`config.mk`:
```
export PLATFORM = sky130hd
export DESIGN_NAME = packed_bit_vector_insert_erase_core
export DESIGN_NICKNAME = d
export VERILOG_FILES = /design/src/sv/pbv_pkg.sv /design/src/sv/pbv_ctrl.sv /design/src/sv/pbv_dp.sv /design/src/sv/packed_bit_vector_insert_erase_core.sv
export SDC_FILE = /design/constraint.sdc
export NUM_CORES = 1
export LEC_CHECK = 0
export BUFFER_PORTS_ARGS = -buffer_cell sky130_fd_sc_hd__clkbuf_2
export CAP_MARGIN = 10
export CORE_ASPECT_RATIO = 1.2
export CORE_UTILIZATION = 64
export CTS_BUF_LIST = sky130_fd_sc_hd__clkbuf_4 sky130_fd_sc_hd__clkbuf_8 sky130_fd_sc_hd__clkbuf_16
export DETAILED_ROUTE_END_ITERATION = 16
export MAX_ROUTING_LAYER = met4
export PLACE_DENSITY = 0.82
export SYNTH_ARGS = -nofsm -noshare
export SYNTH_HDL_FRONTEND = slang
export SYNTH_SLANG_ARGS = --single-unit
```
`constraint.sdc`:
```
create_clock -name clk -period 3.8 [get_ports clk]
set_input_delay 0.76 -clock clk [delete_from_list [all_inputs] [get_ports clk]]
set_output_delay 0.76 -clock clk [all_outputs]
set_load 0.02 [all_outputs]
```
`src/sv/pbv_pkg.sv`:
```
// Shared types, codes and sizes for the packed bit vector block.
package pbv_pkg;

	localparam int CAPACITY = 64;
	localparam int CNT_W = $clog2(CAPACITY + 1);
	localparam int IDX_W = $clog2(CAPACITY);
	localparam int POS_W = 7;

	localparam logic [1:0] FN_APPEND = 2'd0;
	localparam logic [1:0] FN_INSERT = 2'd1;
	localparam logic [1:0] FN_ERASE  = 2'd2;
	localparam logic [1:0] FN_READ   = 2'd3;

	localparam logic [1:0] ST_OK    = 2'd0;
	localparam logic [1:0] ST_FULL  = 2'd1;
	localparam logic [1:0] ST_RANGE = 2'd2;
	localparam logic [1:0] ST_EMPTY = 2'd3;

	typedef struct packed {
		logic [1:0]       func;
		logic [POS_W-1:0] position;
		logic             bit_in;
	} req_t;

	typedef struct packed {
		logic             bit_out;
		logic [POS_W-1:0] length;
		logic [1:0]       status;
	} rsp_t;

	typedef struct packed {
		logic exec;
		logic drain;
	} cmd_t;

endpackage

```
`src/sv/pbv_ctrl.sv`:
```
// Handshake controller: tracks the result register and issues execute commands.
module pbv_ctrl (
	input  logic          clk,
	input  logic          arst_n,
	input  logic          req_valid,
	output logic          req_stall,
	output logic          rsp_valid,
	input  logic          rsp_stall,
	output pbv_pkg::cmd_t cmd
);
	import pbv_pkg::*;

	localparam logic S_IDLE = 1'b0;
	localparam logic S_HOLD = 1'b1;

	logic state_q;
	logic state_d;

	assign rsp_valid = (state_q == S_HOLD);
	// A new item may enter whenever the result register is empty or drains now.
	assign req_stall = (state_q == S_HOLD) && rsp_stall;
	assign cmd.exec  = req_valid && !req_stall;
	assign cmd.drain = rsp_valid && !rsp_stall;

	always_comb begin
		state_d = state_q;
		case (state_q)
			S_IDLE: begin
				if (cmd.exec) state_d = S_HOLD;
			end
			S_HOLD: begin
				if (cmd.exec) state_d = S_HOLD;
				else if (cmd.drain) state_d = S_IDLE;
			end
			default: state_d = S_IDLE;
		endcase
	end

	always_ff @(posedge clk or negedge arst_n) begin
		if (!arst_n) state_q <= S_IDLE;
		else state_q <= state_d;
	end

endmodule

```
`src/sv/pbv_dp.sv`:
```
// Datapath: bit store, length count, insert/erase shift network and result register.
module pbv_dp (
	input  logic          clk,
	input  logic          arst_n,
	input  pbv_pkg::cmd_t cmd,
	input  pbv_pkg::req_t req,
	output pbv_pkg::rsp_t rsp
);
	import pbv_pkg::*;

	logic [CAPACITY-1:0] store_q;
	logic [CNT_W-1:0]    cnt_q;
	rsp_t                rsp_q;

	logic [CAPACITY-1:0] up_v, down_v, ins_v, ers_v, store_d;
	logic [POS_W-1:0]    cnt_ext, ins_pos;
	logic [CNT_W-1:0]    cnt_d;
	logic                full, pos_gt, pos_ge, rd_bit;
	rsp_t                rsp_d;

	assign cnt_ext = POS_W'(cnt_q);
	assign full    = (cnt_q == CNT_W'(CAPACITY));
	assign pos_gt  = (req.position > cnt_ext);
	assign pos_ge  = (req.position >= cnt_ext);

	// An append is an insert at the current length, since bits past it are zero.
	assign ins_pos = (req.func == FN_APPEND) ? cnt_ext : req.position;
	assign up_v    = {store_q[CAPACITY-2:0], 1'b0};
	assign down_v  = {1'b0, store_q[CAPACITY-1:1]};
	assign rd_bit  = store_q[req.position[IDX_W-1:0]];

	always_comb begin
		for (int i = 0; i < CAPACITY; i++) begin
			if (POS_W'(i) < ins_pos) ins_v[i] = store_q[i];
			else if (POS_W'(i) == ins_pos) ins_v[i] = req.bit_in;
			else ins_v[i] = up_v[i];
			if (POS_W'(i) < req.position) ers_v[i] = store_q[i];
			else ers_v[i] = down_v[i];
		end
	end

	always_comb begin
		store_d = store_q;
		cnt_d   = cnt_q;
		rsp_d   = '0;
		rsp_d.status = ST_OK;
		case (req.func)
			FN_APPEND, FN_INSERT: begin
				if (full) begin
					rsp_d.status = ST_FULL;
				end else if (req.func == FN_INSERT && pos_gt) begin
					rsp_d.status = ST_RANGE;
				end else begin
					store_d = ins_v;
					cnt_d   = cnt_q + CNT_W'(1);
				end
			end
			FN_ERASE: begin
				if (cnt_q == '0) begin
					rsp_d.status = ST_EMPTY;
				end else if (pos_ge) begin
					rsp_d.status = ST_RANGE;
				end else begin
					store_d = ers_v;
					cnt_d   = cnt_q - CNT_W'(1);
				end
			end
			default: begin
				if (pos_ge) rsp_d.status = ST_RANGE;
				else rsp_d.bit_out = rd_bit;
			end
		endcase
		rsp_d.length = POS_W'(cnt_d);
	end

	always_ff @(posedge clk or negedge arst_n) begin
		if (!arst_n) begin
			store_q <= '0;
			cnt_q   <= '0;
		end else if (cmd.exec) begin
			store_q <= store_d;
			cnt_q   <= cnt_d;
		end
	end

	always_ff @(posedge clk) begin
		if (cmd.exec) rsp_q <= rsp_d;
	end

	assign rsp = rsp_q;

endmodule

```
`src/sv/packed_bit_vector_insert_erase_core.sv`:
```
// Top level of the packed bit vector with append, insert, erase and read.
// Usage:
//   The request channel (req_valid, req_stall, req) carries one item per
//   operation: func, position and bit_in. The response channel (rsp_valid,
//   rsp_stall, rsp) returns one item per request: bit_out, length, status.
//   An item moves at a rising edge with valid high and stall low.
// Latency: the response is valid in the cycle after the request is taken.
// Throughput: one request per cycle while rsp_stall is low; the insert or
//   erase shift over the CAPACITY-bit store and the status checks are
//   combinational; the result register refills in the same cycle it drains.
// Reset: arst_n low empties the vector (length zero, all bits zero) and
//   clears the response register's valid flag.
// Stall: while a response waits under rsp_stall, req_stall is raised and
//   the response holds; requests resume as soon as the response is taken.
module packed_bit_vector_insert_erase_core (
	input  logic          clk,
	input  logic          arst_n,
	input  logic          req_valid,
	output logic          req_stall,
	input  pbv_pkg::req_t req,
	output logic          rsp_valid,
	input  logic          rsp_stall,
	output pbv_pkg::rsp_t rsp
);
	import pbv_pkg::*;

	cmd_t cmd;

	pbv_ctrl u_ctrl (
		.clk       (clk),
		.arst_n    (arst_n),
		.req_valid (req_valid),
		.req_stall (req_stall),
		.rsp_valid (rsp_valid),
		.rsp_stall (rsp_stall),
		.cmd       (cmd)
	);

	pbv_dp u_dp (
		.clk    (clk),
		.arst_n (arst_n),
		.cmd    (cmd),
		.req    (req),
		.rsp    (rsp)
	);

	// Every accepted request shows a response in the next cycle.
	a_rsp_follows: assert property (@(posedge clk) disable iff (!arst_n)
		(req_valid && !req_stall) |=> rsp_valid)
		else $error("response missing after accepted request");

	// A waiting response must block new requests so it cannot be overwritten.
	a_no_overwrite: assert property (@(posedge clk) disable iff (!arst_n)
		(rsp_valid && rsp_stall) |-> req_stall)
		else $error("request accepted while response stalled");

	// The reported length never exceeds the capacity.
	a_len_bound: assert property (@(posedge clk) disable iff (!arst_n)
		rsp_valid |-> (rsp.length <= POS_W'(CAPACITY)))
		else $error("length beyond capacity");

endmodule
```
# Yosys cells after proc, flatten, opt, wreduce, memory -nomap -nowiden
# Index checks and enable logic that the tools add are counted.
# Widths: inputs -> output; s select.
# word_totals
regBits	82
output_inout_bits	12
elab_cells	691
inputBits	14
# op_classes
n_eq_ne	198
n_reduce_logical	76
bitwise_logic	1
magnitude_cmp	131
muxes	214
addsub	2
# op_table
op	n
$reduce_and 8->1	64
$lt 6x7->1 const A	64
$ne 2x2->1 const B	132
$mux 64	4
$eq 6x7->1 const A	32
$lt 5x7->1 const A	32
$mux 1	196
$pmux 64 s2	1
$eq 5x7->1 const A	16
$lt 4x7->1 const A	16
$eq 4x7->1 const A	8
$lt 3x7->1 const A	8
$mux 7	5
$eq 3x7->1 const A	4
$lt 1x7->1 const A	4
$lt 2x7->1 const A	4
$eq 2x7->1 const A	2
$logic_not 7->1	2
$pmux 7 s2	1
$mux 2	4
$add 7x1->7 const B	1
$eq 1x7->1 const A	1
$eq 7x7->1 const B	1
$ge 7x7->1	1
other kinds (15)	19

# Longest topological paths before layout
# Gate-level depths: netlist of the first run.
# depth
ltp_word	8
depth_mapped	12
depth_no_buf	8

# Modules after synthesis
# From an unflattened synthesis of the first run, not the netlist that was laid out.
# unflattened
hier_cells	976
hier_area_um2	8187.9
# by_module_without_submodules
module	area_per_inst_um2	cells_per_inst	n_inst	seq_area_each_um2
pbv_dp	8130.3	971	1	2077.0
pbv_ctrl	57.6	5	1	25.0

# Worst setup path after synthesis of the first run
# No wires, ideal clock.
# synth_timing
kind	input-to-reg
startpoint	in req[1] in the netlist's numbering
endpoint	reg u_dp.store_q[23]
t_required_ps	3675
t_arrival_ps	2961
path_stages	10
path_slack_ps	715
n_path_buf	2
setup_time_ps	125
cell_sequence	buf_2 -> inv_1 -> ha_1 -> nor2b_1 -> o21ai_0 -> a211oi_1 -> o211ai_2 -> buf_2 -> nor4_1 -> mux2_2
# synth_via
elab_chain_cells	7
word_cells_on_any_way	17
cone_classes	4 x order compare; 5 x eq/ne; 6 x mux; 2 x reduce/logical
# synth_lines
element	line_no	text
start, declared	packed_bit_vector_insert_erase_core.sv:20	input pbv_pkg::req_t req,
parallel branches: the longest is 7 deep, another holds $lt 5x7->1	--	
end signal, assigned	pbv_dp.sv:81	store_q <= store_d;
end, declared	pbv_dp.sv:11	logic [CAPACITY-1:0] store_q;
# Several ways; the timed one is not identified. The select of a mux whose other input is x is not followed.
# A chain may end at the register's enable or synchronous reset.

# Worst setup path after layout of the first run
# layout_timing
startpoint	reg u_dp.cnt_q[1], in the netlist u_dp.cnt_ext[1]
endpoint	reg u_dp.store_q[28]
# layout_via
elab_chain_cells	7
word_cells_on_any_way	19
cone_classes	3 x order compare; 7 x eq/ne; 6 x mux; 3 x reduce/logical
# layout_lines
element	line_no	text
start, declared	pbv_dp.sv:12	logic [CNT_W-1:0] cnt_q;
start signal, assigned	pbv_dp.sv:82	cnt_q <= cnt_d;
parallel branches: the longest is 7 deep, another holds $lt 5x7->1	--	
# Several ways; the timed one is not identified. The select of a mux whose other input is x is not followed.

==> results.ini, run 1 <==
[power_and_ir_drop]
power_switching_mw = 1.81
p_leak_nw = 3.30
peakVddDrop_v = 0.000347
totalPowerFinal_mw = 4.24
combPwrFrac = 0.447
pwr-share-clk = 0.208
p_seq_frac = 0.345
power_density_mw_per_mm2 = 492
internal-power_mw = 2.43
swShare = 0.426

[finish]
final_cells = 1116
nets = 974
fill_cells = 978
final_area_mm2 = 0.00862
syn_to_final_growth_pct = 8.93
layout-drive-gt1-share = 0.224
n_antenna_cell = 0

[place]
place_congestion = 1.03
place_area_mm2 = 0.00834
numPlacedInstances = 1100
dpl.hpwl_um = 19700
io_buffers = 25

[logic_synthesis]
ys_warn_count = 0
synth.most_common_cell = nand2_1
synth.avg_cell_area_um2 = 8.40
synth.top_cell.area_share = 0.228
synth_cells = 942
synth.cell_area_mm2 = 0.00791
ys_top_cells_by_count = nand2_1 (103), o21ai_0 (90), dfrtp_1 (72)
synth-edff-count = 10
seq_area_frac_synth = 0.266
synthesis.nets = 966
synth_area_leaders = dfrtp_1 (23%), mux2_2 (9.1%), mux2i_1 (8.2%)
synth_ff_type = dfrtp_1
yosysTopAreaCell = dfrtp_1
yosysUniqueCellTypes = 83
async_flop_share = 0.878
synth_seq_cells = 82

[floorplan]
start_util = 0.656
fp.dieW_um = 104
rows = 44
chipHeight_um = 124
die_area_mm2 = 0.0128
pin_count = 26
core_area_mm2 = 0.0121

[worst_setup_path]
max_stage_delay_ns = 0.63
required_ns = 4.04
critPathCaptureType = flip-flop
crit_type = flip-flop to flip-flop
cp_data_arrival_time_ns = 3.51
critPathLaunchType = flip-flop
crit_chain = inv_1, ha_1, a21oi_1, o21ai_0, a211oi_1, o211ai_2, buf_4, nor3_1, mux2_2
worst-path-max-fanout = 31
r2r_cells = 9
crit_path_top_delay_cell = dfrtp_1

[global_routing]
grt_pass1_vias = 7949
grt_max_degree = 73
grt_pass1_wl_um = 44400
antenna_found_initial = 0
grt-ovfl-total = 0
grtUsageTotal = 0.470

[clock_network]
cts_htree_levels = 3
cts_buffers = 9
cts_max_path_buffers = 2
root_buffer = clkbuf_16
insertion_delay_ns = 0.36
cts_resized = 0
clkTransAtPathRegs_ns = 0.06
tritoncts = built
cts_num_sinks = 82
postCtsSetupBuffers = 0
ctsHoldBuffers = 0

[outcome]
status = finished clean

[sta]
finalSetupViolations = 0
hold_viol_final = 0
finalCritPeriodShare = 0.862
setup_tns_ns = 0
min_period_ns = 3.27
slew-limit-headroom = 0.215
holdWs_ns = 0.534
clock.fmax_ghz = 0.305
skew_ns = 0.0107
grt_setup_unrepaired = no
tightest_slew_ns = 1.17
maxSlewViolCount = 0

[detailed_routing]
firstDrtPassIters = 6
drc = 0
vias_per_cell = 7.54
drt_iter0_markers = 1185
routed_wl_um = 28800
wl_per_cell_um = 25.8
num_vias = 8413
ant_nets = 0

[job]
drv_cap = 0

[worst_hold_path]
hold_class = primary input to async pin

## power by group through the flow
stage	clock, mW	combinational (mW)	sequential [mW]
4_1_cts	0.880	1.82	1.44
2_1_floorplan	0	1.30	1.36
6_report	0.881	1.90	1.46
5_1_grt	0.911	2.01	1.48
3_3_place_gp	0	1.77	1.44
3_5_place_dp	0	1.81	1.45
## state kept, by name, indices dropped and copies added (netlist names)
register,flops
u_dp.store_q,64
u_dp.rsp,10
u_dp.cnt_ext,7
u_ctrl.rsp_valid,1
## per-layer routing
layer	track usage	part of all wire
met2	0.723	0.44
met5	-	0
met3	0.106	0.12
met4	0.353	0.080
met1	0.545	0.36
## critical path, delay by kind of cell, from the launching register on
kind / cells / cell delay, ns
AOI/OAI and AO/OA: 4 / 0.92
adders and majority gates: 1 / 0.25
buffers and inverters: 2 / 0.55
DFF: 1 / 0.63
muxes: 1 / 0.38
and+or+nand+nor: 1 / 0.41
## cells by family after synthesis
logic type,count (synthesis),synth area share
flops,82,0.266
simple gates,330,0.212
xor+xnor,2,0.00221
mux,151,0.233
buf+inv,109,0.0591
compound gates,258,0.212
fa+ha+maj,10,0.0158
## cell type report
| class | count | area, µm² | share of cell area |
|---|---|---|---|
| well taps | 161 | 201 | 0.0234 |
| clock inverters | 7 | 60.1 | 0.00697 |
| multi-input cells | 751 | 5350 | 0.621 |
| repair buffers | 88 | 613 | 0.0711 |
| flip-flops and latches | 82 | 2100 | 0.244 |
| inverters | 18 | 67.6 | 0.00784 |
| clock buffers | 9 | 225 | 0.0261 |
## path summary, 6_finish.rpt
path	startpoint	end	slack, ns
max	u_dp.cnt_ext[1]$_DFFE_PN0P_	u_dp.store_q[28]$_DFFE_PN0P_	0.53
min	arst_n	u_dp.cnt_ext[4]$_DFFE_PN0P_	0.53
max reg2reg	u_dp.cnt_ext[1]$_DFFE_PN0P_	u_dp.store_q[28]$_DFFE_PN0P_	0.53
min reg2reg	u_dp.store_q[0]$_DFFE_PN0P_	u_dp.store_q[0]$_DFFE_PN0P_	0.55
max in group asynchronous	arst_n	u_dp.cnt_ext[5]$_DFFE_PN0P_	2.55
min in group clk	u_dp.store_q[0]$_DFFE_PN0P_	u_dp.store_q[0]$_DFFE_PN0P_	0.55
## layout by cell type, fill, tap and decap left out, types with 6 or more instances in the layout
| cell | instances |
|---|---|
| a21oi_1 | 53 |
| a31oi_1 | 16 |
| and3_1 | 6 |
| buf_4 | 63 |
| clkbuf_16 | 9 |
| clkbuf_2 | 24 |
| dfrtp_1 | 72 |
| edfxtp_1 | 10 |
| ha_1 | 10 |
| inv_1 | 17 |
| mux2_2 | 64 |
| mux2i_1 | 65 |
| mux4_2 | 20 |
| nand2_1 | 103 |
| nand2b_1 | 6 |
| nand3_1 | 25 |
| nand4_1 | 9 |
| nor2_1 | 54 |
| nor3_1 | 27 |
| nor4_1 | 61 |
| o211ai_1 | 7 |
| o21ai_0 | 90 |
| o21ai_1 | 11 |
| o221ai_1 | 11 |
| o22ai_1 | 7 |
| o31ai_1 | 6 |
## through the flow
step,setup WS [ns],util
2_1_floorplan,0.715,-
4_1_cts,0.650,0.715
3_5_place_dp,0.460,0.691
3_3_place_gp,0.421,0.691
5_1_grt,0.342,0.715
6_report,0.525,0.715
Power figures use the tool's default switching activity.
==> run 2, diff against run 1 <==
- REMOVE_ABC_BUFFERS: not set -> 1
==> results.ini, run 2 (synthesis gave the netlist of run 1 again) <==
[finish]
fill_cells = 973
post-route-util = 0.716
layout_common_cells = nand2_1 (103), o21ai_0 (90), dfrtp_1 (72)
regMostFlops = u_dp.store_q
syn_to_final_growth_pct = 9.08
nets = 973
layout_commonest_cell = nand2_1
layout-drive-gt1-share = 0.225
final_area_mm2 = 0.00863
largest_reg_flops = 64

[detailed_routing]
drc = 0
vias_per_cell = 7.60
wl_per_cell_um = 25.1
drt_iter0_markers = 1364
ant_nets = 0
firstDrtPassIters = 10
routed_wl_um = 28000
num_vias = 8484

[floorplan]
start_util = 0.656
pin_count = 26
rows = 44
fp.dieW_um = 104
chipHeight_um = 124
die_area_mm2 = 0.0128
core_area_mm2 = 0.0121

[worst_setup_path]
regToRegSetupSlack_ns = 0.63
required_ns = 4.03
critPathLaunchType = flip-flop
critPathCaptureType = flip-flop
cp_data_arrival_time_ns = 3.40
worst-path-max-fanout = 31
crit_type = flip-flop to flip-flop

[sta]
skew_ns = 0.00813
min_period_ns = 3.17
finalCritPeriodShare = 0.834
grt_setup_unrepaired = no
setup_tns_ns = 0
clock.fmax_ghz = 0.316
holdWs_ns = 0.527
tightest_slew_ns = 1.12
slew-limit-headroom = 0.245
maxSlewViolCount = 0
finalSetupViolations = 0
hold_viol_final = 0

[power_and_ir_drop]
totalPowerFinal_mw = 4.22
peakVddDrop_v = 0.000272
p_leak_nw = 3.31
power_density_mw_per_mm2 = 488

[place]
dpl.hpwl_um = 19300
place_area_mm2 = 0.00834
place_congestion = 1.03
io_buffers = 25

[clock_network]
cts_buffers = 9
ctsHoldBuffers = 0
cts_num_sinks = 82
root_buffer = clkbuf_16
cts_resized = 0
tritoncts = built
clkTransAtPathRegs_ns = 0.06
cts_max_path_buffers = 2
postCtsSetupBuffers = 0
insertion_delay_ns = 0.34
cts_htree_levels = 3

[outcome]
status = finished clean

[global_routing]
grt_pass1_vias = 7910
grt_max_degree = 73
grt_pass1_wl_um = 43700
grt-ovfl-total = 0
grtUsageTotal = 0.461
antenna_found_initial = 1

[job]
drv_cap = 0

[worst_hold_path]
hold_class = primary input to async pin

run 2: cell types whose count changed in the layout (fill, tap and decap cells not counted):
cell | before | now
buf_12 | 1 | 2
buf_4 | 63 | 61
clkbuf_4 | 0 | 1
clkinv_1 | 3 | 1
clkinv_2 | 3 | 4
clkinvlp_4 | 1 | 0
diode_2 | 0 | 1
inv_4 | 0 | 1
run 2: metrics by stage:
stage | instances | setup slack [ns]
floorplan | 851 | -2.75
global placement | 1099 | 0.478
detailed placement | 1099 | 0.377
CTS | 1115 | 0.724
global route | 1116 | 0.532
finish | 1116 | 0.632
run 2: area by class of cell:
cell class	count	area, µm²	share of cell area
inverter	18	67.6	0.00783
timing repair buffer	87	618	0.0716
sequential	82	2100	0.244
clock buffer	10	233	0.0270
multi-input combinational	751	5350	0.620
clock inverter	6	56.3	0.00652
tap	161	201	0.0233
antenna	1	2.50	0.000290
run 2: worst max-delay path, stage by stage (launching register included):
cell and delay, ns:
dfrtp_1 0.60, inv_1 0.24, ha_1 0.23, a21oi_1 0.17, o21ai_0 0.18, a211oi_1 0.38, o211ai_2 0.16, buf_12 0.21
nor4_1 0.48, mux2_2 0.39
run 2: power breakdown:
| group | internal [mW] | switching [mW] | total [mW] |
|---|---|---|---|
| Combinational | 0.773 | 1.10 | 1.87 |
| Clock | 0.513 | 0.366 | 0.879 |
| Sequential | 1.16 | 0.308 | 1.46 |
| Total | 2.44 | 1.77 | 4.22 |
run 2: final timing paths:
| path | from | to | cells after the start |
|---|---|---|---|
| worst max-delay path | u_dp.cnt_ext[1]$_DFFE_PN0P_ | u_dp.store_q[23]$_DFFE_PN0P_ | 9 |
| worst min-delay path | arst_n | u_dp.cnt_ext[4]$_DFFE_PN0P_ | 1 |
| worst max register to register | u_dp.cnt_ext[1]$_DFFE_PN0P_ | u_dp.store_q[23]$_DFFE_PN0P_ | 9 |
| worst min register to register | u_ctrl.rsp_valid$_DFF_PN0_ | u_ctrl.rsp_valid$_DFF_PN0_ | 2 |
| max in group asynchronous | arst_n | u_dp.cnt_ext[3]$_DFFE_PN0P_ | 1 |
| min in group clk | u_ctrl.rsp_valid$_DFF_PN0_ | u_ctrl.rsp_valid$_DFF_PN0_ | 2 |
run 2: layer usage:
layer | up-vias | track usage | part of all wire
met3 | 219 | 0.119 | 0.13
met2 | 791 | 0.700 | 0.44
met1 | 3865 | 0.549 | 0.36
met5 | - | - | 0
met4 | 0 | 0.296 | 0.073
li1 | 3609 | - | -
==> run 3, diff against run 2 <==
- CORE_UTILIZATION: 64 -> 58
- PLACE_DENSITY: 0.82 -> 0.78
- clock period: 3.8 -> 2.88 ns (I/O delays scaled with it)
==> results.ini, run 3 (synthesis gave the netlist of run 1 again) <==
[outcome]
status = finished clean

[power_and_ir_drop]
totalPowerFinal_mw = 5.85
p_leak_nw = 3.71
peakVddDrop_v = 0.000357
power_density_mw_per_mm2 = 626

[finish]
regMostFlops = u_dp.store_q
layout-drive-gt1-share = 0.283
syn_to_final_growth_pct = 17.9
post-route-util = 0.705
largest_reg_flops = 64
layout_common_cells = buf_4 (119), nand2_1 (103), o21ai_0 (89)
final_area_mm2 = 0.00933
n_antenna_cell = 0
layout_commonest_cell = buf_4
final_cells = 1192
nets = 1043

[worst_setup_path]
regToRegSetupSlack_ns = 0.13
cp_data_arrival_time_ns = 2.99
critPathLaunchType = flip-flop
required_ns = 3.11
critPathCaptureType = flip-flop
crit_type = flip-flop to flip-flop
worst-path-max-fanout = 28

[detailed_routing]
vias_per_cell = 7.20
drc = 0
routed_wl_um = 29800
drt_iter0_markers = 1047
wl_met1_um = 10700
firstDrtPassIters = 6
num_vias = 8578
highest_layer = met4
wl_per_cell_um = 25.0
wl_met2_um = 13700
met3_length_um = 3080
ant_nets = 0

[clock_network]
cts_num_sinks = 82
cts_buffers = 9
cts_htree_levels = 3
cts_max_path_buffers = 2
clkTransAtPathRegs_ns = 0.07
root_buffer = clkbuf_16
insertion_delay_ns = 0.35
ctsHoldBuffers = 0
postCtsSetupBuffers = 0
tritoncts = built

[sta]
min_period_ns = 2.75
finalCritPeriodShare = 0.955
skew_ns = 0.0105
grt_setup_unrepaired = no
tightest_slew_ns = 1.26
slew-limit-headroom = 0.155
hold_viol_final = 0
maxSlewViolCount = 0
clock.fmax_ghz = 0.363
setup_slack_ns = 0.128
finalSetupViolations = 0

[floorplan]
start_util = 0.598
fp.dieW_um = 109
pin_count = 26
core_area_mm2 = 0.0132
rows = 46
die_area_mm2 = 0.0141
chipHeight_um = 130

[place]
numPlacedInstances = 1175
place_area_mm2 = 0.00900
dpl.hpwl_um = 21000
io_buffers = 25
pre_cts_slack_ns = -0.181
place_congestion = 1.04

[job]
drv_cap = 0

[global_routing]
grtUsageTotal = 0.454
grt-ovfl-total = 0
antenna_found_initial = 0
grt_pass1_vias = 8161
grt_max_degree = 73
grt_pass1_wl_um = 46200

[worst_hold_path]
hold_class = primary input to async pin

[run 3: where the power goes]
part | internal [mW] | total (mW) | switching (mW) | leakage [nW]
sequential | 1.53 | 1.89 | 0.364 | 1.07
combinational | 1.25 | 2.82 | 1.57 | 2.49
clock | 0.641 | 1.14 | 0.495 | 0.146
[run 3: layout make-up]
type | count | area, µm²
Clock buffer | 12 | 260
Clock inverter | 4 | 25.0
Fill cell | 1110 | 3900
Inverter | 18 | 67.6
Multi-Input combinational cell | 751 | 5380
Sequential cell | 82 | 2100
Tap cell | 168 | 210
Timing Repair Buffer | 157 | 1280
[run 3: final timing paths]
path	start	to	depth (start not counted)
max in group asynchronous	arst_n	u_dp.cnt_ext[3]$_DFFE_PN0P_	1
worst max-delay path	u_dp.cnt_ext[4]$_DFFE_PN0P_	u_dp.store_q[11]$_DFFE_PN0P_	11
worst max register to register	u_dp.cnt_ext[4]$_DFFE_PN0P_	u_dp.store_q[11]$_DFFE_PN0P_	11
min in group clk	req_valid	u_ctrl.rsp_valid$_DFF_PN0_	2
worst min register to register	u_ctrl.rsp_valid$_DFF_PN0_	u_ctrl.rsp_valid$_DFF_PN0_	2
worst min-delay path	arst_n	u_ctrl.rsp_valid$_DFF_PN0_	1
[run 3: what timing repair did]
action | in CTS | in global routing
setup endpoints to repair | 0 | 17
gates resized for setup | 0 | 7
hold endpoints to repair | 0 | 0
[run 3: per-layer routing]
layer	vias to the layer above	track usage
li1	3749	-
met1	4028	0.528
met2	614	0.695
met3	187	0.105
met4	0	0.314
met5	-	-
[run 3: critical path, cell delays in order (launching register included)]
cell	delay, ns
dfrtp_1	0.38
inv_1	0.16
ha_1	0.29
a21oi_1	0.13
o21ai_0	0.10
buf_4	0.17
a211oi_1	0.20
buf_4	0.17
o211ai_2	0.10
buf_12	0.21
nor3_1	0.33
mux2_2	0.38
[run 3: metrics by stage]
stage	hold WS (ns)	TNS (ns)
global route	0.434	0
global placement	0.513	-0.388
CTS	0.419	0
finish	0.347	0
floorplan	0.280	-198.66
detailed placement	0.522	-2.04
